`src/rtl/bmp_stream_decoder_top_macros.svh`:
```
// Assertion macros for the BMP stream decoder.
// Used by bmp_stream_decoder_top; expects clk and rst_n in scope.
`ifndef BMP_STREAM_DECODER_TOP_MACROS_SVH
`define BMP_STREAM_DECODER_TOP_MACROS_SVH

// Same-cycle implication, disabled during reset.
`define BSD_ASSERT_IMP(label, ante, cons, msg) \
    label: assert property (@(posedge clk) disable iff (!rst_n) (ante) |-> (cons)) \
        else $error(msg);

// Next-cycle implication, disabled during reset.
`define BSD_ASSERT_NXT(label, ante, cons, msg) \
    label: assert property (@(posedge clk) disable iff (!rst_n) (ante) |=> (cons)) \
        else $error(msg);

`endif

```
`src/rtl/bsd_pkg.sv`:
```
// Shared constants, result codes and structs for the BMP stream decoder.
// No dependencies.
`timescale 1ns / 1ps

package bsd_pkg;

    localparam int MAX_WIDTH       = 4096;
    localparam int MAX_HEIGHT      = 4096;
    localparam int PALETTE_ENTRIES = 256;

    localparam int HDR_BYTES = 54;
    localparam int INFO_SIZE = 40;
    localparam int PAL_DEPTH = 256;
    localparam int PAL_AW    = $clog2(PAL_DEPTH);
    localparam int COLOR_W   = 24;

    localparam logic [15:0] SIGNATURE = 16'h4D42; // "BM", little-endian

    localparam logic [1:0] KIND_PIXEL  = 2'd0;
    localparam logic [1:0] KIND_HEADER = 2'd1;
    localparam logic [1:0] KIND_ERROR  = 2'd2;

    localparam logic [2:0] ERR_SIGNATURE = 3'd0;
    localparam logic [2:0] ERR_INFO_SIZE = 3'd1;
    localparam logic [2:0] ERR_PLANES    = 3'd2;
    localparam logic [2:0] ERR_DEPTH     = 3'd3;
    localparam logic [2:0] ERR_DIMENSION = 3'd4;
    localparam logic [2:0] ERR_OFFSET    = 3'd5;
    localparam logic [2:0] ERR_TRUNCATED = 3'd6;

    typedef struct packed {
        logic        valid;
        logic [1:0]  kind;
        logic [2:0]  code;
        logic [7:0]  blue;
        logic [7:0]  green;
        logic [7:0]  red;
        logic [12:0] width;
        logic [12:0] height;
        logic        last;
        logic        pal_sel;   // color comes from the palette read
    } bsd_result_t;

    typedef struct packed {
        logic                en;
        logic [PAL_AW-1:0]   addr;
        logic [COLOR_W-1:0]  data;
    } bsd_wr_t;

endpackage

```
`src/rtl/bsd_ctrl.sv`:
```
// Byte parser: header checks, palette load, gap skip and pixel walk.
// Drives the palette write and read ports. Depends on bsd_pkg.
`timescale 1ns / 1ps

module bsd_ctrl
    import bsd_pkg::*;
(
    input  logic               clk,
    input  logic               rst_n,
    input  logic               accept,
    input  logic [7:0]         file_byte,
    input  logic               end_of_file,
    output bsd_result_t        res,
    output bsd_wr_t            wr,
    output logic               rd_en,
    output logic [PAL_AW-1:0]  rd_addr
);

    localparam logic [2:0] PH_HEADER  = 3'd0;
    localparam logic [2:0] PH_PALETTE = 3'd1;
    localparam logic [2:0] PH_GAP     = 3'd2;
    localparam logic [2:0] PH_PIXELS  = 3'd3;
    localparam logic [2:0] PH_DONE    = 3'd4;
    localparam logic [2:0] PH_ERROR   = 3'd5;

    logic [2:0]  phase_reg, phase_next;
    logic [5:0]  hdr_idx_reg, hdr_idx_next;
    logic [31:0] pos_reg, pos_next;
    logic [31:0] word_reg, word_next;
    logic [31:0] pix_start_reg, pix_start_next;
    logic [12:0] cols_reg, cols_next;
    logic [12:0] rows_reg, rows_next;
    logic        paletted_reg, paletted_next;
    logic [8:0]  pal_count_reg, pal_count_next;
    logic [14:0] row_idx_reg, row_idx_next;
    logic [12:0] rows_done_reg, rows_done_next;
    logic [15:0] held_reg, held_next;
    logic [1:0]  mod3_reg, mod3_next;   // byte position within a B,G,R triple

    logic [31:0] word_shift;
    logic [31:0] pos_inc;
    logic [14:0] data_len;
    logic [14:0] row_len;
    logic [14:0] k_inc;
    logic        last_px;
    logic [10:0] pal_off;
    logic [10:0] pal_end;
    logic [8:0]  cnt9;
    logic [10:0] need;

    assign word_shift = {file_byte, word_reg[31:8]};
    assign pos_inc    = pos_reg + 32'd1;
    assign data_len   = paletted_reg ? {2'b00, cols_reg}
                                     : ({2'b00, cols_reg} + {1'b0, cols_reg, 1'b0});
    assign row_len    = (data_len + 15'd3) & ~15'd3;
    assign k_inc      = row_idx_reg + 15'd1;
    assign last_px    = (({1'b0, rows_done_reg} + 14'd1) == {1'b0, rows_reg})
                        && (k_inc == data_len);
    assign pal_off    = pos_reg[10:0] - 11'(HDR_BYTES);
    assign pal_end    = 11'(HDR_BYTES) + {pal_count_reg, 2'b00};
    assign cnt9       = (word_shift == 32'd0) ? 9'(PAL_DEPTH) : word_shift[8:0];
    assign need       = paletted_reg ? (11'(HDR_BYTES) + {cnt9, 2'b00}) : 11'(HDR_BYTES);

    always_comb
    begin
        phase_next     = phase_reg;
        hdr_idx_next   = hdr_idx_reg;
        pos_next       = pos_reg;
        word_next      = word_reg;
        pix_start_next = pix_start_reg;
        cols_next      = cols_reg;
        rows_next      = rows_reg;
        paletted_next  = paletted_reg;
        pal_count_next = pal_count_reg;
        row_idx_next   = row_idx_reg;
        rows_done_next = rows_done_reg;
        held_next      = held_reg;
        mod3_next      = mod3_reg;
        res            = '0;
        wr             = '0;
        rd_en          = 1'b0;
        rd_addr        = file_byte;

        if (accept)
        begin
            unique case (phase_reg)
                PH_HEADER:
                begin
                    word_next    = word_shift;
                    hdr_idx_next = hdr_idx_reg + 6'd1;
                    pos_next     = pos_inc;
                    unique case (hdr_idx_reg)
                        6'd1:
                        begin
                            if (word_shift[31:16] != SIGNATURE)
                            begin
                                res.valid = 1'b1;
                                res.kind  = KIND_ERROR;
                                res.code  = ERR_SIGNATURE;
                            end
                        end
                        6'd13:
                        begin
                            pix_start_next = word_shift;
                        end
                        6'd17:
                        begin
                            if (word_shift != 32'(INFO_SIZE))
                            begin
                                res.valid = 1'b1;
                                res.kind  = KIND_ERROR;
                                res.code  = ERR_INFO_SIZE;
                            end
                        end
                        6'd21:
                        begin
                            cols_next = (word_shift >= 32'd1 && word_shift <= 32'(MAX_WIDTH))
                                        ? word_shift[12:0] : 13'd0;
                        end
                        6'd25:
                        begin
                            rows_next = (word_shift >= 32'd1 && word_shift <= 32'(MAX_HEIGHT))
                                        ? word_shift[12:0] : 13'd0;
                        end
                        6'd27:
                        begin
                            if (word_shift[31:16] != 16'd1)
                            begin
                                res.valid = 1'b1;
                                res.kind  = KIND_ERROR;
                                res.code  = ERR_PLANES;
                            end
                        end
                        6'd29:
                        begin
                            if (word_shift[31:16] == 16'd24)
                            begin
                                paletted_next = 1'b0;
                            end
                            else if (word_shift[31:16] == 16'd8)
                            begin
                                paletted_next = 1'b1;
                            end
                            if (word_shift[31:16] != 16'd24 && word_shift[31:16] != 16'd8)
                            begin
                                res.valid = 1'b1;
                                res.kind  = KIND_ERROR;
                                res.code  = ERR_DEPTH;
                            end
                            else if (cols_reg == 13'd0 || rows_reg == 13'd0)
                            begin
                                res.valid = 1'b1;
                                res.kind  = KIND_ERROR;
                                res.code  = ERR_DIMENSION;
                            end
                        end
                        6'd49:
                        begin
                            pal_count_next = paletted_reg ? cnt9 : 9'd0;
                            if (paletted_reg && word_shift > 32'(PALETTE_ENTRIES))
                            begin
                                res.valid = 1'b1;
                                res.kind  = KIND_ERROR;
                                res.code  = ERR_DEPTH;
                            end
                            else if (pix_start_reg < {21'd0, need})
                            begin
                                res.valid = 1'b1;
                                res.kind  = KIND_ERROR;
                                res.code  = ERR_OFFSET;
                            end
                        end
                        6'd53:
                        begin
                            if (paletted_reg)
                            begin
                                phase_next = PH_PALETTE;
                            end
                            else
                            begin
                                phase_next = (pos_inc == pix_start_reg) ? PH_PIXELS : PH_GAP;
                            end
                            res.valid  = 1'b1;
                            res.kind   = KIND_HEADER;
                            res.width  = cols_reg;
                            res.height = rows_reg;
                        end
                        default:
                        begin
                        end
                    endcase
                    if (res.valid && res.kind == KIND_ERROR)
                    begin
                        phase_next = PH_ERROR;
                    end
                end

                PH_PALETTE:
                begin
                    unique case (pal_off[1:0])
                        2'd0:    word_next = {24'd0, file_byte};
                        2'd1:    word_next = word_reg | {16'd0, file_byte, 8'd0};
                        2'd2:
                        begin
                            wr.en   = 1'b1;
                            wr.addr = pal_off[9:2];
                            wr.data = {file_byte, word_reg[15:0]};
                        end
                        default:
                        begin
                        end
                    endcase
                    pos_next = pos_inc;
                    if (pos_inc == {21'd0, pal_end})
                    begin
                        phase_next = (pos_inc == pix_start_reg) ? PH_PIXELS : PH_GAP;
                    end
                end

                PH_GAP:
                begin
                    pos_next = pos_inc;
                    if (pos_inc == pix_start_reg)
                    begin
                        phase_next = PH_PIXELS;
                    end
                end

                PH_PIXELS:
                begin
                    if (row_idx_reg < data_len)
                    begin
                        if (paletted_reg)
                        begin
                            // index beyond the loaded count reads as black
                            res.valid   = 1'b1;
                            res.kind    = KIND_PIXEL;
                            res.last    = last_px;
                            res.pal_sel = ({1'b0, file_byte} < pal_count_reg);
                            rd_en       = res.pal_sel;
                        end
                        else
                        begin
                            unique case (mod3_reg)
                                2'd0:    held_next = {8'd0, file_byte};
                                2'd1:    held_next = {file_byte, held_reg[7:0]};
                                default:
                                begin
                                    res.valid = 1'b1;
                                    res.kind  = KIND_PIXEL;
                                    res.blue  = held_reg[7:0];
                                    res.green = held_reg[15:8];
                                    res.red   = file_byte;
                                    res.last  = last_px;
                                end
                            endcase
                            mod3_next = (mod3_reg == 2'd2) ? 2'd0 : mod3_reg + 2'd1;
                        end
                    end
                    if (row_idx_reg < data_len && last_px)
                    begin
                        phase_next = PH_DONE;
                    end
                    else if (k_inc >= row_len)
                    begin
                        row_idx_next   = 15'd0;
                        rows_done_next = rows_done_reg + 13'd1;
                        mod3_next      = 2'd0;
                    end
                    else
                    begin
                        row_idx_next = k_inc;
                    end
                end

                default:
                begin
                end
            endcase

            if (end_of_file)
            begin
                // truncation replaces whatever this byte gave, unless it finished or failed
                if (phase_next != PH_DONE && phase_next != PH_ERROR)
                begin
                    res       = '0;
                    res.valid = 1'b1;
                    res.kind  = KIND_ERROR;
                    res.code  = ERR_TRUNCATED;
                end
                phase_next     = PH_HEADER;
                hdr_idx_next   = '0;
                pos_next       = '0;
                word_next      = '0;
                pix_start_next = '0;
                cols_next      = '0;
                rows_next      = '0;
                paletted_next  = 1'b0;
                pal_count_next = '0;
                row_idx_next   = '0;
                rows_done_next = '0;
                held_next      = '0;
                mod3_next      = '0;
            end
        end
    end

    always_ff @(posedge clk or negedge rst_n)
    begin
        if (!rst_n)
        begin
            phase_reg     <= PH_HEADER;
            hdr_idx_reg   <= '0;
            pos_reg       <= '0;
            word_reg      <= '0;
            pix_start_reg <= '0;
            cols_reg      <= '0;
            rows_reg      <= '0;
            paletted_reg  <= 1'b0;
            pal_count_reg <= '0;
            row_idx_reg   <= '0;
            rows_done_reg <= '0;
            held_reg      <= '0;
            mod3_reg      <= '0;
        end
        else
        begin
            phase_reg     <= phase_next;
            hdr_idx_reg   <= hdr_idx_next;
            pos_reg       <= pos_next;
            word_reg      <= word_next;
            pix_start_reg <= pix_start_next;
            cols_reg      <= cols_next;
            rows_reg      <= rows_next;
            paletted_reg  <= paletted_next;
            pal_count_reg <= pal_count_next;
            row_idx_reg   <= row_idx_next;
            rows_done_reg <= rows_done_next;
            held_reg      <= held_next;
            mod3_reg      <= mod3_next;
        end
    end

endmodule

```
`config.mk`:
```
export PLATFORM = sky130hd
export DESIGN_NAME = bsd_ctrl
export DESIGN_NICKNAME = d
export VERILOG_FILES = /design/src/rtl/bmp_stream_decoder_top_macros.svh /design/src/rtl/bsd_pkg.sv /design/src/rtl/bsd_ctrl.sv
export SDC_FILE = /design/constraint.sdc
export NUM_CORES = 1
export LEC_CHECK = 0
export ABC_AREA = 1
export BUFFER_PORTS_ARGS = -buffer_cell sky130_fd_sc_hd__buf_2
export CORE_MARGIN = 2
export CORE_UTILIZATION = 37
export DETAILED_ROUTE_END_ITERATION = 8
export GPL_ROUTABILITY_DRIVEN = 0
export GPL_TIMING_DRIVEN = 0
export HOLD_SLACK_MARGIN = 0.02
export PLACE_DENSITY_LB_ADDON = 0.12
export SYNTH_ARGS = -nofsm -noshare
export SYNTH_HDL_FRONTEND = slang
export SYNTH_SLANG_ARGS = --single-unit
```
`constraint.sdc`:
```
create_clock -name clk -period 8.6 [get_ports clk]
set_input_delay 1.29 -clock clk [delete_from_list [all_inputs] [get_ports clk]]
set_output_delay 1.29 -clock clk [all_outputs]
set_load 0.01 [all_outputs]
```
# == Yosys cells after proc, flatten, opt, wreduce, memory -nomap -nowiden ==
# Index checks and enable logic that the tools add are counted.
# word_totals
inputBits,12
regBits,187
wordCells,205
out_inout_bits,100
# op_classes
n_addsub,11
reduce_logical,43
muxes,95
bitwise_logic,1
n_lt_le_gt_ge,7
eq_ne,34
# op_table
op,n
$mux 32,6
$mux 58,3
$mux 13,11
$pmux 32 s2,2
$mux 33,3
$mux 24,4
$mux 15,5
$mux 16,4
$mux 6,9
$mux 26,2
$mux 9,5
$mux 3,13
$add 32x1->32 const B,1
$eq 32x11->1,1
$eq 32x32->1,1
$ge 32x1->1 const B,1
$gt 32x9->1 const B,1
$le 32x13->1 const B,1
$logic_not 32->1,1
$lt 32x11->1,1
$ne 32x6->1 const B,1
$or 32x16->32,1
$pmux 16 s2,1
$eq 6x5->1 const B,5
other kinds (51),108

# == Longest topological paths before layout ==
# Gate-level depths: netlist of the first run.
# logic_depth
depth_word,20
ltp_mapped,28
ltp_nobuf,27

# == Least setup slack after synthesis of the first run ==
# Ideal clock, no wire load.
# synth_timing
path_type,in2out
startpoint,input file_byte[1]
endpoint,output res[10] (netlist name)
path_slack_ns,3.010
required_ns,7.310
arrival_time_ns,4.300
stages,24
n_path_buf,1
path_cell_list,inv_1 > nand4_1 > nor2_1 > nand2_1 > or2_1 > nor2_1 > inv_1 > nor2_1 > nor2_1 > a21o_1 > ha_1 > or2_2 > nor4_1 > nand3b_1 > o21ai_0 > nor2_1 > nor2_1 > nor2_1 > nand2_1 > nand2_4 > nand2_2 > nand2_4 > buf_8 > nor2_2
# synth_lines
element,line_no,text
from (decl),bsd_ctrl.sv:11,"input logic [7:0] file_byte,"
to (decl),bsd_ctrl.sv:13,"output bsd_result_t res,"

==> run metrics, run 1 <==
status=finished clean; proportion of register bits with asynchronous set or reset after synthesis=100%; Post-route DRC=0; layout cells sized above 1=roughly 10%; dominant combinational cell family by area after synthesis=simple AND/OR/NAND/NOR gates; worst hold slack after final layout=0.498 ns; clock root buffer=sky130_fd_sc_hd__clkbuf_16; number of max-slew violations in the final report=0; CTS tree=done; Synth area leader=sky130_fd_sc_hd__dfrtp_1; count of input and output buffers=between 100 and 150; predominant post-synthesis flop cell=sky130_fd_sc_hd__dfrtp_1; area overhead of the layout relative to synthesis=13.4%; Worst Hold Path Cells=2; CTS sink cnt=187; initial antenna violation count=0; synthesized flop and latch total=187; Resize count post-CTS=0; wire length of the first global-routing pass=81.8 mm; CTS H-tree depth=4; post-synthesis simple-gate area fraction=33.3%; number of endpoints failing setup at the final stage=0; DR WL/cell=~19 µm; library cells used by synthesis=about 60; Setup Crit Path Kind=in -> out; power per cell area=roughly 170 nW/µm²; count of routing violations after the opening detailed-route iteration=1175; Critical Path End Type=output port; cell types occupying the most area after synthesis=sky130_fd_sc_hd__dfrtp_1 (32%), sky130_fd_sc_hd__nand2_1 (13%), sky130_fd_sc_hd__inv_1 (7.0%); Reg2Reg Setup Slack=2.74 ns; mux contribution to synthesized area=0%; adder-cell share of the synthesized area=6.53%; final hold violation count=0; leak pwr=roughly 7.9 nW; Antenna Violating Nets Remaining=0; number of flops mapped to enable cells by yosys=0; total of max-cap violations=0; highest attainable clock frequency=140 MHz; Antenna Diode Count=0; proportion of synthesized chip area in sequential cells=between 30 and 40%; total via count after detailed routing=14881; Num CTS Buffers=17; number of iterations in the first detailed-routing pass=8; maximum number of pins on one net before global-route repair=104; Hold Crit Endpoint=rows_reg[4]; worst clock skew on the final layout=0.0132 ns; Congestion Overflow GR=0; number of buffers inserted by post-CTS setup repair=0; share of the clock period used by the worst path=between 80 and 90%; total number of yosys warnings=0; compound-gate portion of the synthesized area=13.6%; clock-pin slew reported for the worst setup and hold paths after clock tree synthesis=0.07 ns; net count after synthesis=2218; nets@finish=2349; logic depth of the worst register-to-register path=24; horizontal extent of the die=202 µm; clock insertion delay at the later pin of the skew report=0.46 ns; largest fanout on the critical path=10; GRT Util Overall=26.0%; area of the placeable core=38600 µm²; number of global-route vias before repair=about 14000; Via-to-Cell Ratio=5.33; total wire length=between 50 and 60 mm; start point of the worst min-delay path=rows_reg[4]; hold_buf cts=0; Die Span Y=slightly above 200 µm; Rel. slew slack=22.3%; Filler Cells Inserted=between 4000 and 5000; post-detailed-placement half-perimeter wirelength=42.0 mm; peak ir drop on the vdd network=approximately 0.18 mV; Worst Path Arrival=5.88 ns; WP data required=7.31 ns; reg-to-reg critical path startpoint=cols_reg[0]; initial cell density of the core=a little under two fifths; most frequent cells after synthesis=sky130_fd_sc_hd__nand2_1 (517), sky130_fd_sc_hd__inv_1 (271), sky130_fd_sc_hd__nor2_1 (214), sky130_fd_sc_hd__nand3_1 (195), sky130_fd_sc_hd__dfrtp_1 (187); most instantiated library cell after synthesis=sky130_fd_sc_hd__nand2_1; RSZ-0062 raised after global routing=no; startpoint class of the critical path=input pin; XOR/XNOR share of the synthesized area=around 4.3%; summed negative setup slack over all endpoints=0 ns; post-synth design cell area=14500 µm²; I/O pin total=112; RR Endpoint=row_idx_reg[14]; class of the worst hold path=reg -> reg; die area=40700 µm²; maximum buffer depth of the clock tree=2; post-synth top area share=32.3%; number of rows in the core area=about 70; Multi-input gate area=8370 µm²; synthesized instance count=2131; transition at the pin with the smallest max-transition slack=1.17 ns; fin crit period=~7.2 ns; footprint of the flip-flops and latches=4680 µm²; mean area per synthesized cell=6.79 µm²
==> power breakdown <==
group | total (mW) | internal, mW | switching (mW) | leakage [nW]
Clock | 0.933 | 0.506 | 0.427 | 0.328
Sequential | 1.08 | 0.983 | 0.0929 | 2.56
Combinational | 0.854 | 0.238 | 0.615 | 5.01
Total | 2.86 | 1.73 | 1.13 | 7.90
==> final cells by class <==
class	instances	share of cell area (%)
multi-input combinational	1581	51.0
sequential	187	28.5
inverter	285	6.52
tap	518	3.95
timing repair buffer	112	3.76
clock buffer	17	2.59
buffer	78	2.22
clock inverter	15	1.50
==> worst max-delay path: stages <==
cell,delay (ns)
sky130_fd_sc_hd__buf_2,0.18
sky130_fd_sc_hd__inv_1,0.28
sky130_fd_sc_hd__nand4_1,0.16
sky130_fd_sc_hd__nor2_1,0.17
sky130_fd_sc_hd__nand2_1,0.10
sky130_fd_sc_hd__or2_1,0.23
sky130_fd_sc_hd__nor2_1,0.13
sky130_fd_sc_hd__inv_1,0.07
sky130_fd_sc_hd__nor2_1,0.13
sky130_fd_sc_hd__nor2_1,0.12
sky130_fd_sc_hd__a21o_1,0.20
sky130_fd_sc_hd__ha_1,0.19
sky130_fd_sc_hd__or2_2,0.27
sky130_fd_sc_hd__nor4_1,0.46
sky130_fd_sc_hd__nand3b_1,0.22
sky130_fd_sc_hd__o21ai_0,0.30
sky130_fd_sc_hd__nor2_1,0.11
sky130_fd_sc_hd__nor2_1,0.16
sky130_fd_sc_hd__nor2_1,0.06
sky130_fd_sc_hd__nand2_1,0.14
sky130_fd_sc_hd__nand2_4,0.15
sky130_fd_sc_hd__nand2_2,0.11
sky130_fd_sc_hd__nand2_4,0.11
sky130_fd_sc_hd__buf_12,0.18
sky130_fd_sc_hd__nor2_2,0.18
sky130_fd_sc_hd__buf_2,0.17
==> kinds of logic (layout without fill, tap and decap cells) <==
family          Yosys count  after routing
xor+xnor                 71             71
fa+ha+maj                75             75
simple gates           1096           1096
buf+inv                 363            507
compound gates          339            339
flops                   187            187
==> worst max-delay path by stage <==
stage                 startpoint  depth (start not counted)  slack [ns]  endpoint
floorplan           file_byte[1]                         24        3.01   res[10]
global placement    file_byte[1]                         26        1.54   res[26]
detailed placement  file_byte[1]                         26        1.54   res[26]
CTS                 file_byte[1]                         26        1.52   res[26]
global route        file_byte[1]                         26        1.19   res[26]
finish              file_byte[1]                         26        1.43   res[26]
==> metrics by stage <==
stage | std cells | util (%) | setup WS (ns) | power (mW) | cell area (µm²)
detailed placement | 2761 | 40.7 | 1.54 | 1.93 | 15700
global route | 2793 | 42.5 | 1.19 | 3.01 | 16400
floorplan | 2131 | - | 3.01 | 1.60 | 14500
CTS | 2793 | 42.5 | 1.52 | 2.86 | 16400
global placement | 2758 | 40.5 | 1.54 | 1.91 | 15700
finish | 2793 | 42.5 | 1.43 | 2.86 | 16400
==> per-layer routing <==
layer / vias up / part of all wire (%) / wire length (µm) / GRT usage, %
met2: 410 / 47 / 25000 / 43.5
met5: - / 0 / 0 / 0
met1: 7106 / 46 / 24200 / 35.1
met4: 0 / 2.6 / 1350 / 7.69
li1: 7291 / - / - / -
met3: 74 / 4.4 / 2300 / 3.08
==> cell usage in the layout (no fill, tap or decap), types with 4 or more instances in the layout <==
cell type                   instances
sky130_fd_sc_hd__a21oi_1           77
sky130_fd_sc_hd__a22oi_1            5
sky130_fd_sc_hd__buf_1              5
sky130_fd_sc_hd__buf_2            118
sky130_fd_sc_hd__buf_4              9
sky130_fd_sc_hd__bufinv_16          4
sky130_fd_sc_hd__clkbuf_1          52
sky130_fd_sc_hd__clkbuf_16         17
sky130_fd_sc_hd__dfrtp_1          187
sky130_fd_sc_hd__ha_1              74
sky130_fd_sc_hd__inv_1            271
sky130_fd_sc_hd__inv_2             11
sky130_fd_sc_hd__inv_6              5
sky130_fd_sc_hd__nand2_1          517
sky130_fd_sc_hd__nand2_2            7
sky130_fd_sc_hd__nand3_1          195
sky130_fd_sc_hd__nand3b_1           8
sky130_fd_sc_hd__nand4_1           52
sky130_fd_sc_hd__nor2_1           214
sky130_fd_sc_hd__nor2_2            25
sky130_fd_sc_hd__nor3_1            35
sky130_fd_sc_hd__nor3_2             4
sky130_fd_sc_hd__nor4_1            11
sky130_fd_sc_hd__o211ai_1          10
sky130_fd_sc_hd__o21ai_0          121
sky130_fd_sc_hd__o21ai_1           14
sky130_fd_sc_hd__o22ai_1           47
sky130_fd_sc_hd__o31ai_1           36
sky130_fd_sc_hd__or2_1              5
sky130_fd_sc_hd__or2_2              6
sky130_fd_sc_hd__xnor2_1           18
sky130_fd_sc_hd__xor2_1            53
No activity file was read; power rests on OpenSTA's default activity.
==> run 2, diff against run 1 <==
--- a/config.mk
+++ b/config.mk
@@ -5,7 +5,7 @@
 export SDC_FILE = /design/constraint.sdc
 export NUM_CORES = 1
 export LEC_CHECK = 0
-export ABC_AREA = 1
+export ABC_AREA = 0
 export BUFFER_PORTS_ARGS = -buffer_cell sky130_fd_sc_hd__buf_2
 export CORE_MARGIN = 2
 export CORE_UTILIZATION = 37
==> constraint.sdc (replaced) <==
create_clock -name clk -period 6 [get_ports clk]
set_input_delay 0.9 -clock clk [delete_from_list [all_inputs] [get_ports clk]]
set_output_delay 0.9 -clock clk [all_outputs]
set_load 0.01 [all_outputs]
==> run 2 against run 1 <==
Combinational power up 31%. Clock-buffer cell count rose by 5. Non-clock buffer count grew 89. Die area is 1.3% higher. Critical endpoint is now res[32]. Synthesized area increased by 1.4%. Largest power group unchanged. Sequential power up 39%. Core utilization increased by 2.2 points. Largest cell class unchanged. The run now ends with negative setup slack left. First-iteration DRC count increased by 7.3%. Register-to-register slack worse by 2.4 ns. Clock skew is 0.0020 ns higher.
==> run metrics, run 2 <==
status=finished with violations; violated checks=negative setup slack; peak ir drop on the vdd network=0.235 mV (+28%); area overhead of the layout relative to synthesis=18.6%; highest attainable clock frequency=149 MHz; maximum buffer depth of the clock tree=2 (unchanged); proportion of synthesized chip area in sequential cells=31.9% (-0.43 points); mean area per synthesized cell=8.20 µm² (+21%); internal power=2.48 mW (+43%); met1 wire length=25.0 mm (+3.4%); Final Instance Count excl. Fillers=2486 (-11%); compound-gate portion of the synthesized area=17.7% (+4.1 points); worst clock skew on the final layout=0.0152 ns (+0.00203 ns); number of max-slew violations in the final report=0 (unchanged); GRT Util Overall=25.9% (-0.057 points); startpoint class of the critical path=flop; clock insertion delay at the later pin of the skew report=0.46 ns (about the same); total of max-cap violations=0 (unchanged); final hold violation count=0 (unchanged); total via count after detailed routing=14347 (-3.6%); most instantiated library cell after synthesis=sky130_fd_sc_hd__nand2_1; length of routed met3 wiring=2.76 mm (+20%); total wire length=53.5 mm (+1.2%); count of routing violations after the opening detailed-route iteration=1261 (+7.3%); class of the worst hold path=reg -> reg; number of flops mapped to enable cells by yosys=0 (unchanged); power dissipated by switching net loads=1.39 mW (+23%); die area=41300 µm² (+1.3%); CTS tree=done; layout cells sized above 1=17.1% (+6.9 points); proportion of register bits with asynchronous set or reset after synthesis=100% (unchanged); hold_buf cts=0 (unchanged); I/O pin total=112 (unchanged); initial antenna violation count=0 (unchanged); CTS sink cnt=187 (unchanged); dominant combinational cell family by area after synthesis=simple AND/OR/NAND/NOR gates; Post-route DRC=0 (unchanged); library cells used by synthesis=96 (+63%); DR WL/cell=21.5 µm (+14%); mux contribution to synthesized area=1.61% (+1.6 points); net count after synthesis=1876 (-15%); Rel. slew slack=39.7% (+17 points); post-synth design cell area=14700 µm² (+1.4%); power per cell area=222 nW/µm² (+28%); number of iterations in the first detailed-routing pass=5 (-3); switching power as a share of total power=36.0% (-3.6 points); routed wire length on met2=24.5 mm (-2.2%); Antenna Violating Nets Remaining=0 (unchanged); part of the power in registers=38.7% (+1.1 points); Num CTS Buffers=17 (unchanged); Placement Setup Slack=-1.59 ns (-3.13 ns); combinational fraction of design power=29.0% (-0.8 points); Critical Path End Type=output port; synthesized instance count=1789 (-16%); cell types occupying the most area after synthesis=sky130_fd_sc_hd__dfrtp_1 (32%), sky130_fd_sc_hd__ha_1 (6.3%), sky130_fd_sc_hd__nand2_1 (5.6%); post-synth top area share=31.9% (-0.43 points); CTS H-tree depth=4 (unchanged); XOR/XNOR share of the synthesized area=8.95% (+4.6 points); Die Span Y=203 µm (+0.66%); worst hold slack after final layout=0.470 ns (-0.0273 ns); predominant post-synthesis flop cell=sky130_fd_sc_hd__dfrtp_1; nets@finish=2041 (-13%); synthesized flop and latch total=187 (unchanged); adder-cell share of the synthesized area=6.45% (-0.087 points); clock-pin slew reported for the worst setup and hold paths after clock tree synthesis=0.07 ns (about the same); post-detailed-placement half-perimeter wirelength=39.9 mm (-4.8%); Synth area leader=sky130_fd_sc_hd__dfrtp_1; number of cells in the design after placement=2417 (-12%); number of global-route vias before repair=13630 (-3.5%); most common library cell in the layout ignoring fill and taps=sky130_fd_sc_hd__nand2_1; Worst Path Arrival=5.82 ns (-0.06 ns); wire length of the first global-routing pass=82.5 mm (+0.83%); Congestion Overflow GR=0 (unchanged); clock power share=32.3% (-0.3 points); transition at the pin with the smallest max-transition slack=0.899 ns (-0.267 ns); count of input and output buffers=109 (unchanged); initial cell density of the core=37.7% (+0.24 points); Setup Crit Path Kind=reg -> out; leak pwr=7.86 nW (-0.49%); area of the placeable core=38900 µm² (+0.70%); clock root buffer=sky130_fd_sc_hd__clkbuf_16; share of the clock period used by the worst path=112%; most frequent cells after synthesis=sky130_fd_sc_hd__nand2_1 (219), sky130_fd_sc_hd__dfrtp_1 (187), sky130_fd_sc_hd__nor2_1 (126), sky130_fd_sc_hd__nand3_1 (124), sky130_fd_sc_hd__o21ai_0 (113); fin crit period=6.72 ns; Final Total Pwr=3.87 mW (+35%); Via-to-Cell Ratio=5.77 (+8.3%); highest signal layer in the routed design=met4; RSZ-0062 raised after global routing=yes; largest fanout on the critical path=7 (-3); PnR worst setup slack=-0.724 ns (-2.16 ns); number of endpoints failing setup at the final stage=57 (+57); WP data required=5.10 ns (-2.21 ns); maximum number of pins on one net before global-route repair=108 (+3.8%); number of rows in the core area=72 (unchanged); post-synthesis simple-gate area fraction=27.8% (-5.5 points); horizontal extent of the die=203 µm (+0.66%); total number of yosys warnings=0 (unchanged); commonest non-fill, non-tap cells in the layout=sky130_fd_sc_hd__nand2_1 (219), sky130_fd_sc_hd__dfrtp_1 (177), sky130_fd_sc_hd__nor2_1 (125), sky130_fd_sc_hd__nand3_1 (123), sky130_fd_sc_hd__buf_2 (119)
==> run 2: changes by cell type in the layout (fill, tap and decap cells not counted), moves of 39 or more <==
| cell | change |
|---|---|
| sky130_fd_sc_hd__nand3_1 | -72 |
| sky130_fd_sc_hd__and3_1 | +55 |
| sky130_fd_sc_hd__xnor2_1 | +73 |
| sky130_fd_sc_hd__nor2_1 | -89 |
| sky130_fd_sc_hd__nand2_1 | -298 |
| sky130_fd_sc_hd__inv_1 | -214 |
| sky130_fd_sc_hd__o22ai_1 | -39 |
==> run 2: logic make-up (layout without fill, tap and decap cells) <==
family,count (synthesis),in the layout
mux,20,20
simple gates,782,782
compound gates,386,386
buf+inv,194,372
other cells,0,1
fa+ha+maj,75,75
flops,187,187
xor+xnor,145,145
==> run 2: power by group through the flow <==
| stage | clock, mW | combinational (mW) | sequential [mW] |
|---|---|---|---|
| 5_1_grt | 1.32 | 1.22 | 1.51 |
| 6_report | 1.25 | 1.12 | 1.50 |
| 4_1_cts | 1.28 | 1.09 | 1.49 |
| 3_5_place_dp | 0 | 1.01 | 1.51 |
| 2_1_floorplan | 0 | 0.675 | 1.46 |
| 3_3_place_gp | 0 | 1.00 | 1.51 |
==> run 2: final timing paths <==
check                                  from         endpoint  slack [ns]  cells past startpoint
worst max-delay path            cols_reg[3]          res[32]       -0.72                     22
worst min-delay path            word_reg[0]      word_reg[0]        0.47                      1
worst max register to register  cols_reg[3]  row_idx_reg[12]        0.33                     23
worst min register to register  word_reg[0]      word_reg[0]        0.47                      1
max in group asynchronous             rst_n       pos_reg[6]        4.57                      2
min in group asynchronous             rst_n     held_reg[10]        0.52                      1
==> run 2: per-stage QoR <==
stage | cell area (µm²) | utilization (%) | setup TNS [ns]
floorplan | 14700 | - | 0
global placement | 15900 | 40.8 | -100.16
detailed placement | 15900 | 40.9 | -99.52
CTS | 17100 | 44.0 | -31.11
global route | 17400 | 44.7 | -49.88
finish | 17400 | 44.7 | -37.64
==> run 2: area by class of cell <==
type	count	area, µm²
plain buffers	130	601
repair buffers	149	985
diodes	1	2.50
clock inverters	10	153
inverters	61	229
multi-input cells	1408	9610
well taps	518	648
flip-flops and latches	187	4690
fillers	3941	21500
clock buffers	22	484
==> run 2: per-layer routing <==
metal,vias up,track usage (%)
met5,-,0
met3,69,2.92
met2,494,41.1
met4,0,8.52
met1,7033,36.8
li1,6751,-
==> run 2: worst max-delay path, stage by stage (launching register included) <==
cell and delay [ns]:
sky130_fd_sc_hd__dfrtp_2 0.47, sky130_fd_sc_hd__inv_2 0.09, sky130_fd_sc_hd__ha_4 0.21, sky130_fd_sc_hd__o211ai_1 0.32, sky130_fd_sc_hd__buf_4 0.21, sky130_fd_sc_hd__nor3_4 0.05, sky130_fd_sc_hd__nor3_1 0.21, sky130_fd_sc_hd__xnor2_1 0.11
sky130_fd_sc_hd__mux2i_2 0.23, sky130_fd_sc_hd__ha_1 0.29, sky130_fd_sc_hd__and3_4 0.16, sky130_fd_sc_hd__a221o_1 0.38, sky130_fd_sc_hd__a221oi_4 0.44, sky130_fd_sc_hd__o211ai_1 0.17, sky130_fd_sc_hd__nor4_2 0.45, sky130_fd_sc_hd__and4b_2 0.33
sky130_fd_sc_hd__nand4_4 0.15, sky130_fd_sc_hd__o21ba_4 0.27, sky130_fd_sc_hd__o21ai_4 0.16, sky130_fd_sc_hd__buf_12 0.19, sky130_fd_sc_hd__clkbuf_16 0.16, sky130_fd_sc_hd__and4_1 0.18, sky130_fd_sc_hd__buf_2 0.13
==> run 2: timing repair <==
action | 4_1_cts | 5_1_grt
pin swaps | 16 | 21
gates cloned | 1 | 1
endpoints found under the setup margin | 89 | 70
buffers inserted | 29 | 9
gates resized for setup | 79 | 35
